`src/rtl/core/fdrf_pkg.sv`:
```
package fdrf_pkg;

	localparam int unsigned SHADOW_DEPTH = 8192;
	localparam int unsigned ADDR_W = $clog2(SHADOW_DEPTH);
	localparam int unsigned POS_W = ADDR_W + 1;
	localparam int unsigned LEN_W = 14;
	localparam int unsigned GAP_W = 5;
	localparam int unsigned PADDR_W = 4;

	typedef enum logic [1:0] {
		REG_PIXELS_PER_BYTE = 2'd0,
		REG_MAX_GAP = 2'd1,
		REG_BASE_ADDRESS = 2'd2
	} reg_idx_t;

	typedef struct packed {
		logic [3:0] pixels_per_byte;
		logic [3:0] max_gap;
		logic [15:0] base_address;
	} cfg_t;

	typedef struct packed {
		logic valid;
		logic changed;
		logic store;
		logic last;
		logic [POS_W-1:0] pos;
	} byte_info_t;

	// MSB-first packing: pixel 0 lands in the highest used bit.
	function automatic logic [7:0] pack_byte(input logic [7:0] pix, input logic [3:0] ppb);
		logic [3:0] n;
		logic [3:0] idx;
		logic [7:0] b;
		n = (ppb > 4'd8) ? 4'd8 : ppb;
		b = '0;
		for (int j = 0; j < 8; j++) begin
			idx = n - 4'd1 - 4'(j);
			if (4'(j) < n) begin
				b[j] = pix[idx[2:0]];
			end
		end
		return b;
	endfunction

endpackage

```
`src/rtl/core/fdrf_run_if.sv`:
```
interface fdrf_run_if;
	logic valid;
	logic ready;
	logic [15:0] run_address;
	logic [13:0] run_length;
	logic frame_done;
	logic overflow;

	modport source(output valid, output run_address, output run_length, output frame_done,
		output overflow, input ready);
	modport sink(input valid, input run_address, input run_length, input frame_done,
		input overflow, output ready);
endinterface

```
`src/rtl/core/fdrf_run_tracker.sv`:
```
module fdrf_run_tracker import fdrf_pkg::*; (
	input logic clk,
	input logic arst_n,
	input cfg_t cfg,
	input byte_info_t info,
	output logic take,
	fdrf_run_if.source run
);

	logic run_open_q;
	logic [ADDR_W-1:0] run_first_q;
	logic [GAP_W-1:0] unch_q;
	logic overflow_q;
	logic out_valid_q;
	logic [15:0] run_address_q;
	logic [LEN_W-1:0] run_length_q;
	logic frame_done_q;
	logic overflow_out_q;

	logic go;
	logic eff_open;
	logic [ADDR_W-1:0] eff_first;
	logic [GAP_W-1:0] eff_unch;
	logic close;
	logic res_valid;
	logic ovf_eff;
	logic [POS_W-1:0] last_pos;
	logic [POS_W-1:0] len_full;
	logic [15:0] res_address;
	logic [LEN_W-1:0] res_length;

	assign take = !out_valid_q || run.ready;
	assign go = info.valid && take;

	always_comb begin
		if (info.changed) begin
			eff_unch = '0;
		end else if (run_open_q) begin
			eff_unch = unch_q + GAP_W'(1);
		end else begin
			eff_unch = unch_q;
		end
	end

	assign eff_open = info.changed || run_open_q;
	assign eff_first = (info.changed && !run_open_q) ? info.pos[ADDR_W-1:0] : run_first_q;
	assign close = !info.changed && run_open_q && (eff_unch > GAP_W'(cfg.max_gap));
	assign res_valid = close || info.last;
	assign ovf_eff = overflow_q || !info.store;

	// run ends at the last changed byte
	assign last_pos = info.pos - POS_W'(eff_unch);
	assign len_full = last_pos - POS_W'(eff_first) + POS_W'(1);
	assign res_address = eff_open ? cfg.base_address + 16'(eff_first) : 16'd0;
	assign res_length = eff_open ? LEN_W'(len_full) : '0;

	assign run.valid = out_valid_q;
	assign run.run_address = run_address_q;
	assign run.run_length = run_length_q;
	assign run.frame_done = frame_done_q;
	assign run.overflow = overflow_out_q;

	always_ff @(posedge clk or negedge arst_n) begin
		if (!arst_n) begin
			run_open_q <= 1'b0;
			run_first_q <= '0;
			unch_q <= '0;
			overflow_q <= 1'b0;
			out_valid_q <= 1'b0;
		end else begin
			if (go) begin
				out_valid_q <= res_valid;
				if (info.last) begin
					run_open_q <= 1'b0;
					run_first_q <= '0;
					unch_q <= '0;
					overflow_q <= 1'b0;
				end else begin
					overflow_q <= ovf_eff;
					if (close) begin
						run_open_q <= 1'b0;
						unch_q <= '0;
					end else begin
						run_open_q <= eff_open;
						run_first_q <= eff_first;
						unch_q <= eff_unch;
					end
				end
			end else if (run.ready) begin
				out_valid_q <= 1'b0;
			end
		end
	end

	always_ff @(posedge clk) begin
		if (go && res_valid) begin
			run_address_q <= res_address;
			run_length_q <= res_length;
			frame_done_q <= info.last;
			overflow_out_q <= info.last && ovf_eff;
		end
	end

endmodule

```
`src/flat_wrapper.sv`:
```
// flat-port wrapper written by rule: the top's interface ports become plain ports
module fdrf_run_tracker_flat import fdrf_pkg::*;
  (clk, arst_n, cfg, info, take, run_valid, run_run_address, run_run_length, run_frame_done, run_overflow, run_ready);
  fdrf_run_if run_i ();
  input logic clk;
  input logic arst_n;
  input cfg_t cfg;
  input byte_info_t info;
  output logic take;
  output wire logic [$bits(run_i.valid)-1:0] run_valid;
  output wire logic [$bits(run_i.run_address)-1:0] run_run_address;
  output wire logic [$bits(run_i.run_length)-1:0] run_run_length;
  output wire logic [$bits(run_i.frame_done)-1:0] run_frame_done;
  output wire logic [$bits(run_i.overflow)-1:0] run_overflow;
  input wire logic [$bits(run_i.ready)-1:0] run_ready;
  assign run_valid = run_i.valid;
  assign run_run_address = run_i.run_address;
  assign run_run_length = run_i.run_length;
  assign run_frame_done = run_i.frame_done;
  assign run_overflow = run_i.overflow;
  assign run_i.ready = run_ready;
  fdrf_run_tracker u_core (.clk(clk), .arst_n(arst_n), .cfg(cfg), .info(info), .take(take), .run(run_i));
endmodule
```
`config.mk`:
```
export PLATFORM = sky130hd
export DESIGN_NAME = fdrf_run_tracker_flat
export DESIGN_NICKNAME = d
export VERILOG_FILES = /design/src/rtl/core/fdrf_pkg.sv /design/src/rtl/core/fdrf_run_if.sv /design/src/rtl/core/fdrf_run_tracker.sv /design/src/flat_wrapper.sv
export SDC_FILE = /design/constraint.sdc
export NUM_CORES = 1
export LEC_CHECK = 0
export BUFFER_PORTS_ARGS = -buffer_cell sky130_fd_sc_hd__buf_2
export CAP_MARGIN = 0
export CORE_ASPECT_RATIO = 1.4
export CORE_UTILIZATION = 50
export DETAILED_ROUTE_END_ITERATION = 12
export HOLD_SLACK_MARGIN = 0.12
export PLACE_DENSITY = 0.82
export SETUP_SLACK_MARGIN = 0.5
export SYNTH_ARGS = -nofsm -noshare
export SYNTH_HDL_FRONTEND = slang
export SYNTH_SLANG_ARGS = --single-unit
```
`constraint.sdc`:
```
create_clock -name clk -period 4.5 [get_ports clk]
set_clock_uncertainty 0.05 [all_clocks]
set_input_delay 0.225 -clock clk [delete_from_list [all_inputs] [get_ports clk]]
set_output_delay 0.225 -clock clk [all_outputs]
set_load 0.05 [all_outputs]
```
Word level (Yosys, flattened, before mapping) --
Cells that the tools add are included. W data, S select, Z words.
Storage, ports and cells: bits in registers 53, bits in latches 0, memory bits (writable) 0, ROM bits 0, input bits 45, logic and storage cells 44, memories 0
Cells by class: $add $sub $neg 5, $mul 0, divide/modulo/power cells 0, magnitude comparators 1, equal/unequal tests 1, shift-type cells 0, mux-type cells 12, bitwise logic cells 0, reduce and logical (&&, ||, !) cells 16
Operators with widths (count):
- $mux W13 | 3
- $mux W5 | 4
- $add A16 B13 Y16 | 1
- $add A14 B1 Y14 const B | 1
- $sub A14 B13 Y14 | 1
- $sub A14 B5 Y14 | 1
- $logic_and A1 B1 Y1 | 6
- $add A5 B1 Y5 const B | 1
- $gt A5 B4 Y1 | 1
- $mux W1 | 5
- $logic_not A1 Y1 | 4
- $logic_or A1 B1 Y1 | 4
- $ne A2 B2 Y1 const B | 1
- $reduce_and A2 Y1 | 1
- $reduce_bool A2 Y1 | 1

Longest topological paths before layout --
depth in word-level cells 7, depth in mapped cells 15, mapped depth without buffers 14

Least setup slack after synthesis --
No wires, ideal clock.
path kind flip-flop to flip-flop, from register u_core.run_open_q, to register u_core.run_length_q[13] (netlist: u_core.run.run_length[13]) (data pin), setup time 0.266 ns, arrival time 3.567 ns, data required time 4.184 ns, setup slack 0.618 ns, cell stages (with the launch flop) 16, buffers on the path 2, clock period less this slack 3.882 ns, cells stage by stage dfrtp_1 -> buf_2 -> nor2b_2 -> buf_2 -> mux2_1 -> ha_1 -> fa_1 -> inv_1 -> ha_1 -> fa_1 -> a211oi_1 -> o21bai_1 -> a21oi_1 -> o31ai_1 -> xnor2_1 -> nor2_1
On the way: cells in the longest elaborated chain, start to end 5, elaborated cells between the ends (all ways) 9, those cells by class add/sub: 3; mux: 3; reduce/logical: 3
Ends and longest elaborated chain:
- start: declaration | line fdrf_run_tracker.sv:10 | logic run_open_q;
- start signal: assignment | line fdrf_run_tracker.sv:84 | run_open_q <= eff_open;
- $mux W5 / $logic_not A1 Y1 (equally long branches) | line fdrf_run_tracker.sv:38, fdrf_run_tracker.sv:46
- $mux W5 / $logic_and A1 B1 Y1 (equally long branches) | line fdrf_run_tracker.sv:36, fdrf_run_tracker.sv:46
- $sub A14 B5 Y14 / $mux W13 (equally long branches) | line fdrf_run_tracker.sv:52, fdrf_run_tracker.sv:46
- $sub A14 B13 Y14 | line fdrf_run_tracker.sv:53 | assign len_full = last_pos - POS_W'(eff_first) + POS_W'(1);
- $add A14 B1 Y14 | line fdrf_run_tracker.sv:53
- end signal: assignment | line fdrf_run_tracker.sv:98 | run_length_q <= res_length;
- end: declaration | line fdrf_run_tracker.sv:16 | logic [LEN_W-1:0] run_length_q;
Several ways; a longest one is shown, not always the timed one. A chain may end at the register's enable or synchronous reset.

Worst setup path in the final report --
Ends and elaborated chain as after synthesis.

==> results.txt <==
The worst setup path is captured at a register. The critical path is of the register to register type. The met1 track utilization from global routing came out at 22.4%. The placeable core region came out at 7700 µm². Along the worst path, the maximum fanout reaches 5. The detailed router's first-iteration violation count came out at 137. After detailed routing, the total wire length is 8.17 mm. The via count of the first global-routing pass is 2948. The global routing usage on met2 came out at 36.5%.

The flow ran to the end, and the final reports show no timing, DRC or antenna violations. The critical path ends at u_core.run.run_length[13]. The die outline width is 77.1 µm. Setup repair after global routing could not meet its margin everywhere. The global-route wire length before repair came out at 12.9 mm. The library cell used most frequently in the layout, excluding fill and tap cells, is buf_2. The share of final-layout standard cells stronger than drive strength 1 came out at 24.9%. The met3 routing resource usage after global routing came out at 3.32%.

In this run the mean area of a mapped cell was 10.1 µm². The placement row count came out at 38. In this run the tightest slew margin relative to its limit is 34.2%. CTS saw 53 sinks.

0 antenna diodes ended up in the layout. At the worst endpoint, the required time is 4520 ps. The delay of the slowest cell on the worst path is 500 ps. For this configuration, the core starts out at a cell density of 51.2%. The final-report max-slew violation count is 0.

The vertical die dimension came out at 107 µm. The final instance count without filler cells is 573. The buffers plus inverters on the worst setup path is 1. The via count normalized by instance count is 5.53. Walking the worst path, the cells encountered are nor2b_2, mux2_2, ha_1, fa_1, inv_1, ha_1, fa_1, a211oi_2, o21bai_1, a21oi_2, o31ai_1, xnor2_1, nor2_1.

The kind of cell with the highest combined delay along the critical path is adder cells. The worst register-to-register path begins at u_core.run_open_q. The synthesized design contains 53 register bits. The remaining routing DRC violations is 0. Counting flops with a built-in enable in the synthesized netlist gives 32.

The number of different library cells in the post-synthesis netlist is 52. The clock tree from TritonCTS is done. The layout overhead on the synthesized area came out at 16.1%. The master cell of the clock root buffer is clkbuf_8.

The number of buffers inserted by port buffering came out at 74. The total negative slack came out at 0 ps. After global routing, the most crowded layer is met2. The number of H-tree levels is 2.

The worst register-to-register path ends at u_core.run.run_length[13]. The post-detailed-placement half-perimeter wirelength came out at 6.30 mm. In this run the static leakage power is 2.14 nW. Clock latency on the worst-skew pair, taken at its later pin, is 330 ps. The worst hold path was traced through 4 stages.

The remaining global-route overflow is 0. The count of nets left with antenna violations after detail routing is 0. The number of antenna violations at the first check in global routing is 0. The share of synthesized flip-flops with an asynchronous set or reset came out at 39.6%. The total power consumption of the routed design is 1.88 mW. The number of hold violations in the final report is 0.

Global routing used 19.9% of the available tracks across all layers. The detailed-router iteration count before antenna repair came out at 4. The worst setup path is launched from a register. The tightest min-delay check is of the input port to register type. Setup violations remaining at the end of the flow were counted as 0. The minimum setup slack among reg-to-reg paths is 690 ps.

The via total after detailed routing came out at 3167. The number of stages on the worst setup path is 13. Counting the buffers created by CTS gives 5.

Among all flip-flop cells after synthesis, the most frequent one is edfxtp_1. The most critical setup path has its startpoint at u_core.run_open_q. In the layout the commonest cells are buf_2 (74), ha_1 (52), inv_1 (45). The instance count after placement with tap cells included is 560. The final-stage net count came out at 575. The maximum number of pins on one net before global-route repair came out at 22.

The number of warnings reported in the yosys synthesis log is 0. The post-CTS clock slew at the launch and capture registers of the worst setup and hold paths came out at 110 ps. The die area is 8260 µm². The post-layout minimum cycle time came out at 3810 ps.

The transition time at the pin with the least slew margin came out at 981 ps. The cell depth of the worst flop-to-flop path is 13. On the critical path, the stage with the largest delay is an instance of fa_1. The I/O pin count came out at 79.

The power density of the placed cells came out at 410 nW/µm². Across the run, the number of max-cap violations was 0. The net count after synthesis is 495. The data arrival time of the critical path is 3830 ps. After technology mapping, the gate count stands at 392. The highest achievable clock rate came out at 263 MHz. The post-synth design cell area came out at 3950 µm².

Routability-driven placement finished with a final weighted congestion of 0.897. The fraction of the cycle the final worst path needs is 84.6%. The part of the Yosys area used for sequential elements is 37.7%.

The routed wire length per instance came out at 14.3 µm. The worst-case clock buffer depth is 2. VDD sags by at most 0.253 mV.
## flip-flops by register name, indices dropped and copies added, names as in the netlist
| name | cells |
|---|---|
| u_core.run.run_address | 16 |
| u_core.run.run_length | 14 |
| u_core.run_first_q | 13 |
| u_core.unch_q | 5 |
| u_core.overflow_q | 1 |
| u_core.run.frame_done | 1 |
| u_core.run.overflow | 1 |
| u_core.run.valid | 1 |
| u_core.run_open_q | 1 |
## synthesized netlist by cell type (6+ instances only)
master	instances	area, µm²
ha_1	52	651
inv_1	45	169
nor2_1	33	124
edfxtp_1	32	961
nand2_1	28	105
a21oi_1	24	120
dfrtp_1	21	526
xor2_1	15	131
o2bb2ai_1	13	114
xnor2_1	11	96.3
mux2_2	10	113
o21ai_0	10	50.1
nand4_1	7	43.8
o31ai_1	7	52.6
a211oi_1	6	45.0
clkbuf_1	6	22.5
fa_1	6	120
o21ai_1	6	30.0
## tightest hold or removal path, cell delays in order
cell	delay [ps]
buf_2	90
nor2_1	40
nor2_1	80
a21oi_1	50
## report_power, final
part / internal (mW) / switching, mW / total [mW]
logic: 0.373 / 0.586 / 0.958
registers: 0.611 / 0.0207 / 0.632
clock network: 0.111 / 0.179 / 0.290
## metal layers
metal  share of wire (%)  vias up
met5                   0        -
met4                 2.5        0
met3                 3.7       18
met2                  54       82
met1                  40     1508
li1                    -     1559
## what timing repair did
| item | CTS | global route |
|---|---|---|
| setup buffers | 0 | 2 |
| hold endpoints to repair | 24 | 0 |
| gates resized for setup | 2 | 3 |
| pin swaps | 0 | 1 |
| hold buffers | 3 | 0 |
| setup endpoints to repair | 2 | 6 |
## cell type report
| class | instances | area [µm²] |
|---|---|---|
| inverters | 45 | 169 |
| repair buffers | 83 | 445 |
| multi-input cells | 284 | 2260 |
| well taps | 100 | 125 |
| flip-flops and latches | 53 | 1490 |
| clock inverters | 3 | 21.3 |
| clock buffers | 5 | 68.8 |
| fillers | 669 | 3120 |
## worst min-delay path by stage
stage                   from  slack, ps                   to
global route        info[15]        150  u_core.run.overflow
detailed placement    arst_n        150    u_core.overflow_q
floorplan             arst_n       -120    u_core.overflow_q
CTS                 info[15]        130    u_core.overflow_q
finish              info[15]        130    u_core.overflow_q
global placement      arst_n        150    u_core.overflow_q
## cell families after synthesis
group                      share of synthesized area, %
AOI/OAI and AO/OA                                  16.5
and+or+nand+nor                                    10.6
adders and majority gates                          19.5
buffers and inverters                              5.42
DFF                                                37.7
xor gates and xnor gates                           5.77
muxes                                              4.53
## metrics by stage
step | utilization, % | setup slack (ps) | hold slack, ps | cell area [µm²]
final | 59.5 | 691 | 129 | 4580
after global routing | 59.5 | 447 | 147 | 4580
after CTS | 59.1 | 543 | 130 | 4550
after detailed placement | 57.5 | 414 | 155 | 4430
after global placement | 57.5 | 500 | 155 | 4430
after floorplan | - | 618 | -121 | 3950
(Power assumes the default switching activity.)
