`src/rtl/core/fdrf_pkg.sv`:
```
package fdrf_pkg;

	localparam int unsigned SHADOW_DEPTH = 8192;
	localparam int unsigned ADDR_W = $clog2(SHADOW_DEPTH);
	localparam int unsigned POS_W = ADDR_W + 1;
	localparam int unsigned LEN_W = 14;
	localparam int unsigned GAP_W = 5;
	localparam int unsigned PADDR_W = 4;

	typedef enum logic [1:0] {
		REG_PIXELS_PER_BYTE = 2'd0,
		REG_MAX_GAP = 2'd1,
		REG_BASE_ADDRESS = 2'd2
	} reg_idx_t;

	typedef struct packed {
		logic [3:0] pixels_per_byte;
		logic [3:0] max_gap;
		logic [15:0] base_address;
	} cfg_t;

	typedef struct packed {
		logic valid;
		logic changed;
		logic store;
		logic last;
		logic [POS_W-1:0] pos;
	} byte_info_t;

	// MSB-first packing: pixel 0 lands in the highest used bit.
	function automatic logic [7:0] pack_byte(input logic [7:0] pix, input logic [3:0] ppb);
		logic [3:0] n;
		logic [3:0] idx;
		logic [7:0] b;
		n = (ppb > 4'd8) ? 4'd8 : ppb;
		b = '0;
		for (int j = 0; j < 8; j++) begin
			idx = n - 4'd1 - 4'(j);
			if (4'(j) < n) begin
				b[j] = pix[idx[2:0]];
			end
		end
		return b;
	endfunction

endpackage

```
`src/rtl/core/fdrf_cfg_regs.sv`:
```
module fdrf_cfg_regs import fdrf_pkg::*; (
	input logic clk,
	input logic arst_n,
	input logic psel,
	input logic penable,
	input logic pwrite,
	input logic [PADDR_W-1:0] paddr,
	input logic [31:0] pwdata,
	output logic [31:0] prdata,
	output logic pready,
	output cfg_t cfg
);

	reg_idx_t idx;
	logic wr;
	cfg_t cfg_q;

	assign idx = reg_idx_t'(paddr[PADDR_W-1:2]);
	assign wr = psel && penable && pwrite;
	assign pready = 1'b1;
	assign cfg = cfg_q;

	always_ff @(posedge clk or negedge arst_n) begin
		if (!arst_n) begin
			cfg_q.pixels_per_byte <= 4'd6;
			cfg_q.max_gap <= 4'd4;
			cfg_q.base_address <= 16'h0200;
		end else if (wr) begin
			case (idx)
				REG_PIXELS_PER_BYTE: cfg_q.pixels_per_byte <= pwdata[3:0];
				REG_MAX_GAP: cfg_q.max_gap <= pwdata[3:0];
				REG_BASE_ADDRESS: cfg_q.base_address <= pwdata[15:0];
				default: ;
			endcase
		end
	end

	always_comb begin
		case (idx)
			REG_PIXELS_PER_BYTE: prdata = {28'd0, cfg_q.pixels_per_byte};
			REG_MAX_GAP: prdata = {28'd0, cfg_q.max_gap};
			REG_BASE_ADDRESS: prdata = {16'd0, cfg_q.base_address};
			default: prdata = 32'd0;
		endcase
	end

endmodule

```
`config.mk`:
```
export PLATFORM = sky130hd
export DESIGN_NAME = fdrf_cfg_regs
export DESIGN_NICKNAME = d
export VERILOG_FILES = /design/src/rtl/core/fdrf_pkg.sv /design/src/rtl/core/fdrf_cfg_regs.sv
export SDC_FILE = /design/constraint.sdc
export NUM_CORES = 1
export LEC_CHECK = 0
export ABC_AREA = 1
export BUFFER_PORTS_ARGS = -buffer_cell sky130_fd_sc_hd__buf_4
export CORE_MARGIN = 2
export CORE_UTILIZATION = 42
export DETAILED_ROUTE_END_ITERATION = 8
export PLACE_DENSITY = 0.92
export RECOVER_POWER = 100
export SKIP_LAST_GASP = 1
export SYNTH_ARGS = -nofsm -noshare
export SYNTH_HDL_FRONTEND = slang
export SYNTH_SLANG_ARGS = --single-unit
```
`constraint.sdc`:
```
create_clock -name clk -period 2 [get_ports clk]
set_clock_uncertainty 0.15 [all_clocks]
set_input_delay 0.6 -clock clk [delete_from_list [all_inputs] [get_ports clk]]
set_output_delay 0.6 -clock clk [all_outputs]
set_load 0.05 [all_outputs]
```
== After elaboration in Yosys (flattened, before gate mapping) ==
Cells that the tools add are included.

* Output and inout port bits: 57
* Logic and storage cells: 12
* Input bits: 41
* Bits in registers: 24

* Multiplexer cells: 1
* Equality and inequality tests: 2
* Reductions and logical operators: 6

{| class="wikitable"
|+ Operators with widths
! kind !! number
|-
| $pmux 16 s3 || 1
|-
| $reduce_and 2->1 || 3
|-
| $eq 2x1->1 const B || 1
|-
| $eq 2x2->1 const B || 1
|-
| $logic_and 1x1->1 || 2
|-
| $logic_not 2->1 || 1
|}

== Longest topological paths before layout ==
Gate-level depths: netlist of the first run.

* Word-level depth: 3
* Depth in mapped cells: 7
* Mapped depth without buffers: 6

== Least setup slack after synthesis of the first run ==
OpenSTA, ideal clock, no wires.

* Path type: input-to-output
* From: in paddr[2]
* To: out prdata[11]
* Cell stages on the path: 4
* Buffers on the path: 1
* Path slack: -287 ps
* Required time: 1250 ps
* Arrival: 1537 ps
* Cell sequence: inv_2 > nand2_4 > buf_2 > nor2_1

* Cells in the longest elaborated chain, start to end: 2
* Elaborated cells on any way between the ends: 4
* Those cells by class: eq/ne: 2; mux: 1; reduce/logical: 1

{| class="wikitable"
|+ Ends and longest elaborated chain
! what !! line !! RTL
|-
| start, declared || fdrf_cfg_regs.sv:7 || <nowiki>input logic [PADDR_W-1:0] paddr,</nowiki>
|-
| $eq 2x2->1, or another cell as far along || fdrf_cfg_regs.sv:39 || <nowiki>case (idx)</nowiki>
|-
| $pmux 16 s3 (*) || fdrf_cfg_regs.sv:39 ||
|-
| end, declared || fdrf_cfg_regs.sv:9 || <nowiki>output logic [31:0] prdata,</nowiki>
|}

Mark *: on every way between the ends. The rest lies on a longest branch, timed or not.

== Worst setup path in the final report of the first run ==
* From: in paddr[2]
* To: out prdata[12]

The elaborated chain is that of the path after synthesis.

==> flow_metrics.env, run 1 <==
export IMPL_status="finished with violations"
export IMPL_violations="setup timing"
export IMPL_synth_seq_area_share_pct=47.0
export IMPL_grt_ovfl_total=0
export IMPL_p_seq_share_pct=34.9
export IMPL_max_slew_margin_pct=19.8
export IMPL_switchingPower_uw=955
export IMPL_cts_path_max_buffers=2
export IMPL_yosys_warnings=0
export IMPL_max_vdd_ir_drop_mv=0.466
export IMPL_holdCritPathClass="in2reg"
export IMPL_viasPerCell=4.45
export IMPL_cts_buffers=3
export IMPL_cts_tree="done"
export IMPL_hold_path_end="cfg[7]"
export IMPL_yosys_cell_types_count=14
export IMPL_port_buffers=62
export IMPL_post_route_period_util_pct=101
export IMPL_fmax_mhz=495
export IMPL_drive_gt1_share_pct=41.4
export IMPL_coreArea_um2=2980
export IMPL_syn_area_um2=1290
export IMPL_powerDensity_nw_per_um2=951
export IMPL_route_detailed_drc=0
export IMPL_fp_dieH_um=59.4
export IMPL_hold_violations=0
export IMPL_power_switching_share_pct=49.2
export IMPL_tightest_slew_ns=1.20
export IMPL_finalWirelength_mm=3.14
export IMPL_htreeDepth=1
export IMPL_rr_worst_depth=2
export IMPL_reg2reg_slack_ns=1.12
export IMPL_grt_pass1_vias=1052
export IMPL_clkSinkCount=24
export IMPL_r2r_start="cfg[9]"
export IMPL_tns_ns=-0.0290
export IMPL_grt_pass1_wl_mm=4.54
export IMPL_p_int_uw=986
export IMPL_rsz0062_at_grt="true"
export IMPL_syn_area_per_cell_um2=7.32
export IMPL_initial_utilization_pct=43.2
export IMPL_fillCellCount=261
export IMPL_drv_cap=0
export IMPL_setup_viol=3
export IMPL_reg2reg_to="cfg[9]"
export IMPL_syn_inst=176
export IMPL_synth_seq_cells=24
export IMPL_antenna_cells=0
export IMPL_pin_count=98
export IMPL_start_kind="input port"
export IMPL_ant_nets=0
export IMPL_end_kind="output pin"
export IMPL_layout_setup_ws_ns=-0.0212
export IMPL_min_from="pwdata[7]"
export IMPL_leakage_nw=1.13
export IMPL_die_w_um=59.4
export IMPL_whs_ns=0.335
export IMPL_critPathKind="in2out"
export IMPL_layout_nets=286
export IMPL_regArea_um2=606
export IMPL_min_period_ns=2.02
export IMPL_clkTransAtPathRegs_ns=0.12
export IMPL_clock_latency_ns=0.30
export IMPL_critPathRequiredTime_ns=1.25
export IMPL_multi_input_area_um2=633
export IMPL_p_comb_share_pct=54.2
export IMPL_wl_per_cell_um=11.3
export IMPL_die_area_um2=3520
export IMPL_grt_use_total_pct=16.8
export IMPL_arrival_ns=1.27
export IMPL_slew_viol_final=0
export IMPL_clkPwrFrac_pct=10.9
export IMPL_vias=1234
export IMPL_dr_pass1_iters=4
export IMPL_hold_depth=3
export IMPL_cp_max_fo=5
export IMPL_largest_reg_flops=24
export IMPL_syn_to_final_growth_pct=58.5
export IMPL_rows=20
export IMPL_dpl_hpwl_mm=2.25
export IMPL_globalplace_congestion=0.817
export IMPL_root_buffer="clkbuf_4"
export IMPL_drtIter0Drc=25
export IMPL_grt_max_degree=25
export IMPL_antenna_found_initial=0
-- how the worst max path moves through the flow --
stage,startpoint,depth (start not counted),to
global placement,paddr[3],7,prdata[0]
global route,paddr[2],6,prdata[12]
detailed placement,paddr[3],7,prdata[3]
CTS,paddr[3],7,prdata[3]
finish,paddr[2],6,prdata[12]
floorplan,cfg[10],2,prdata[10]
-- cells in the final DEF, fill, tap and decap left out --
cell type  count
inv_4          3
clkbuf_16      1
conb_1        17
nor2_1         2
nand2_1       88
dfstp_2        4
nor2_4        11
nor2_2         4
buf_4         46
buf_12         2
nand3_2        4
nand2_4        1
inv_1         13
clkbuf_4       3
clkbuf_1       2
nand3_1        1
dfrtp_1       20
nand2_2        1
clkinv_8       1
buf_8          6
nand2_8        1
buf_6         13
-- stage by stage --
step / cells / total power [mW] / utilization (%) / setup slack, ns / cell area [µm²]
floorplan: 191 / 1.39 / - / -0.122 / 1400
global placement: 270 / 1.64 / 60.2 / -0.0760 / 1790
detailed placement: 270 / 1.66 / 60.2 / -0.112 / 1790
CTS: 275 / 1.91 / 64.1 / -0.0375 / 1910
global route: 277 / 2.04 / 68.5 / -0.0404 / 2040
finish: 277 / 1.94 / 68.5 / -0.0212 / 2040
-- repair_timing --
action,4_1_cts,5_1_grt
endpoints found under the hold margin,0,0
gates resized for setup,23,27
setup endpoints to repair,16,16
setup buffers,1,1
pin swaps,0,6
hold buffers,0,0
cloned,0,1
-- cells in the mapped netlist, drive strengths merged --
cell	n	area, µm²
conb	2	7.51
nand3	5	25.0
buf	20	155
dfrtp	20	500
nor2	17	73.8
dfstp	4	105
inv	17	63.8
nand2	91	357
-- power by group through the flow --
| stage | registers [mW] | logic (mW) | clock network [mW] |
|---|---|---|---|
| after floorplan | 1.03 | 0.357 | 0 |
| after detailed placement | 0.687 | 0.974 | 0 |
| after global routing | 0.691 | 1.10 | 0.241 |
| after global placement | 0.683 | 0.961 | 0 |
| after CTS | 0.678 | 1.01 | 0.217 |
| final | 0.676 | 1.05 | 0.212 |
-- cell families (layout without fill, tap and decap cells) --
logic type,Yosys count,after routing,share of synthesized area [%]
and+or+nand+nor,113,113,35.4
DFF,24,24,47.0
other,2,17,0.583
buffers and inverters,37,90,17.0
-- critical path, stage by stage --
cell	delay, ns
buf_12	0.12
clkinv_8	0.05
nand2_8	0.07
clkbuf_16	0.17
nor2_4	0.11
buf_8	0.15
-- routing by layer --
layer	GRT usage [%]	vias to the layer above	routed length (µm)
met4	7.79	0	54
met1	22.4	565	1280
met2	27.8	42	1660
li1	-	623	-
met3	1.31	4	143
met5	0	-	0
-- final cells by class --
cell class,instances,share of cell area [%]
Clock buffer,4,1.29
Inverter,17,4.11
Multi-Input combinational cell,130,31.0
Sequential cell,24,29.7
Tap cell,33,2.02
Timing Repair Buffer,69,31.9
No activity file was read; power rests on OpenSTA's default activity.
==> run 2: changes to the inputs <==
--- a/config.mk
+++ b/config.mk
@@ -8,9 +8,9 @@
 export ABC_AREA = 1
 export BUFFER_PORTS_ARGS = -buffer_cell sky130_fd_sc_hd__buf_4
 export CORE_MARGIN = 2
-export CORE_UTILIZATION = 42
+export CORE_UTILIZATION = 39
 export DETAILED_ROUTE_END_ITERATION = 8
-export PLACE_DENSITY = 0.92
+export PLACE_DENSITY = 0.87
 export RECOVER_POWER = 100
 export SKIP_LAST_GASP = 1
 export SYNTH_ARGS = -nofsm -noshare
==> constraint.sdc (replaced) <==
create_clock -name clk -period 1.9 [get_ports clk]
set_clock_uncertainty 0.15 [all_clocks]
set_input_delay 0.57 -clock clk [delete_from_list [all_inputs] [get_ports clk]]
set_output_delay 0.57 -clock clk [all_outputs]
set_load 0.05 [all_outputs]
==> run 2 against run 1 <==
- the flow still finishes with violations (setup timing)
- first-iteration DRC count grew to 3.0 times the previous value
- non-clock buffer count shrank 1
- global-route usage grew 1.7 points
- register-to-register slack lost 0.11 ns
- setup slack lost 0.051 ns
- sequential power grew 5.9%
- power grew 7.9%
- clock power grew 25%
- final area grew 1.2%
- cell count grew 3.6%
- worst hold slack lost 0.037 ns
- combinational power grew 6%
- critical endpoint is now prdata[11]
- largest cell class is now multi-input combinational cells
==> flow_metrics.env, run 2 (same netlist as run 1, synthesis figures left out) <==
export IMPL_finalWirelength_mm=3.26
export IMPL_antenna_cells=0
export IMPL_fmax_mhz=507
export IMPL_coreArea_um2=3100
export IMPL_die_w_um=61.5
export IMPL_max_slew_margin_pct=58.4
export IMPL_clkTransAtPathRegs_ns=0.12
export IMPL_post_place_ws_ns=-0.180
export IMPL_final_core_util_pct=66.5
export IMPL_grt_pass1_vias=1135
export IMPL_post_route_period_util_pct=104
export IMPL_fp_dieH_um=61.5
export IMPL_cp_slowest_cell="buf_12"
export IMPL_drtIter0Drc=76
export IMPL_dpl_hpwl_mm=2.36
export IMPL_start_kind="input port"
export IMPL_grt_ovfl_total=0
export IMPL_critPathRequiredTime_ns=1.18
export IMPL_leakage_nw=1.13
export IMPL_grt_use_total_pct=18.5
export IMPL_wl_per_cell_um=11.4
export IMPL_die_area_um2=3780
export IMPL_dp_cells=280
export IMPL_grt_max_degree=25
export IMPL_tns_ns=-0.952
export IMPL_syn_to_final_growth_pct=60.3
export IMPL_antenna_found_initial=0
export IMPL_finalPower_mw=2.09
export IMPL_critPathKind="in2out"
export IMPL_end_kind="output pin"
export IMPL_grt_pass1_wl_mm=5.15
export IMPL_status="finished with violations"
export IMPL_max_vdd_ir_drop_mv=0.561
export IMPL_holdCritPathClass="in2reg"
export IMPL_rsz0062_at_grt="true"
export IMPL_root_buffer="clkbuf_4"
export IMPL_htreeDepth=1
export IMPL_whs_ns=0.298
export IMPL_viasPerCell=4.28
export IMPL_hold_violations=0
export IMPL_ant_nets=0
export IMPL_fin_area_um2=2060
export IMPL_final_cells=287
export IMPL_layout_nets=285
export IMPL_cp_slowest_stage_delay_ns=0.16
export IMPL_powerDensity_nw_per_um2=1010
export IMPL_final_common_cell="nand2_1"
export IMPL_cp_max_fo=5
export IMPL_layout_setup_ws_ns=-0.0722
export IMPL_cts_path_max_buffers=2
export IMPL_final_cell_mix="85 x nand2_1, 43 x buf_4, 20 x dfrtp_1, 17 x conb_1, 14 x inv_1"
export IMPL_initial_utilization_pct=41.5
export IMPL_tightest_slew_ns=0.623
export IMPL_slew_viol_final=0
export IMPL_dr_pass1_iters=4
export IMPL_path_cells="buf_8, buf_6, nand2_8, buf_12, nor2_4, buf_6"
export IMPL_cp_top_family="buffers and inverters"
export IMPL_min_period_ns=1.97
export IMPL_route_detailed_drc=0
export IMPL_place_area_um2=1840
export IMPL_drive_gt1_share_pct=42.0
export IMPL_clkSinkCount=24
export IMPL_port_buffers=62
export IMPL_arrival_ns=1.25
export IMPL_clock_latency_ns=0.31
export IMPL_pin_count=98
export IMPL_drv_cap=0
export IMPL_rows=20
export IMPL_setup_viol=16
export IMPL_cp_num_buf_inv=4
export IMPL_vias=1228
export IMPL_cp_common_cell="buf_6"
export IMPL_cts_tree="done"
export IMPL_largest_reg_flops=24
export IMPL_violations="setup timing"
export IMPL_globalplace_congestion=0.813
export IMPL_cts_buffers=3
## run 2: repair_timing
action / CTS / global route
hold endpoints to repair: 20 / 0
buffers inserted: 1 / 0
hold buffers: 1 / 0
resized for setup: 38 / 6
pin swaps: 4 / 2
setup endpoints to repair: 16 / 16
cloned: 1 / 0
## run 2: metal layers
layer / global-route usage [%] / part of all wire [%]
met1: 23.3 / 39
met2: 33.4 / 55
met3: 1.47 / 5.1
met4: 6.38 / 0.83
met5: 0 / 0
## run 2: worst paths after layout
| kind | from | to | slack [ns] | depth (start not counted) |
|---|---|---|---|---|
| worst max-delay path | paddr[3] | prdata[11] | -0.07 | 6 |
| worst min-delay path | pwdata[8] | cfg[8] | 0.30 | 3 |
| worst max register to register | cfg[9] | cfg[9] | 1.01 | 2 |
| worst min register to register | cfg[22] | cfg[22] | 0.33 | 2 |
| max in group asynchronous | arst_n | cfg[9] | 0.59 | 2 |
| min in group asynchronous | arst_n | cfg[23] | 0.62 | 2 |
## run 2: report_power, final
part	internal [mW]	switching (mW)	leakage, nW
registers	0.628	0.0884	0.296
clock network	0.117	0.149	0.0210
logic	0.327	0.785	0.811
## run 2: final cells by class
class | instances | area, µm²
tap | 44 | 55.1
inverter | 17 | 76.3
clock buffer | 4 | 36.3
timing repair buffer | 68 | 641
fill | 276 | 1040
sequential | 24 | 606
multi-input combinational | 130 | 651
## run 2: worst register-to-register path, stage by stage (launching register included)
cell and delay (ns):
dfstp_2 0.57, nand2_1 0.05, nand2_1 0.06
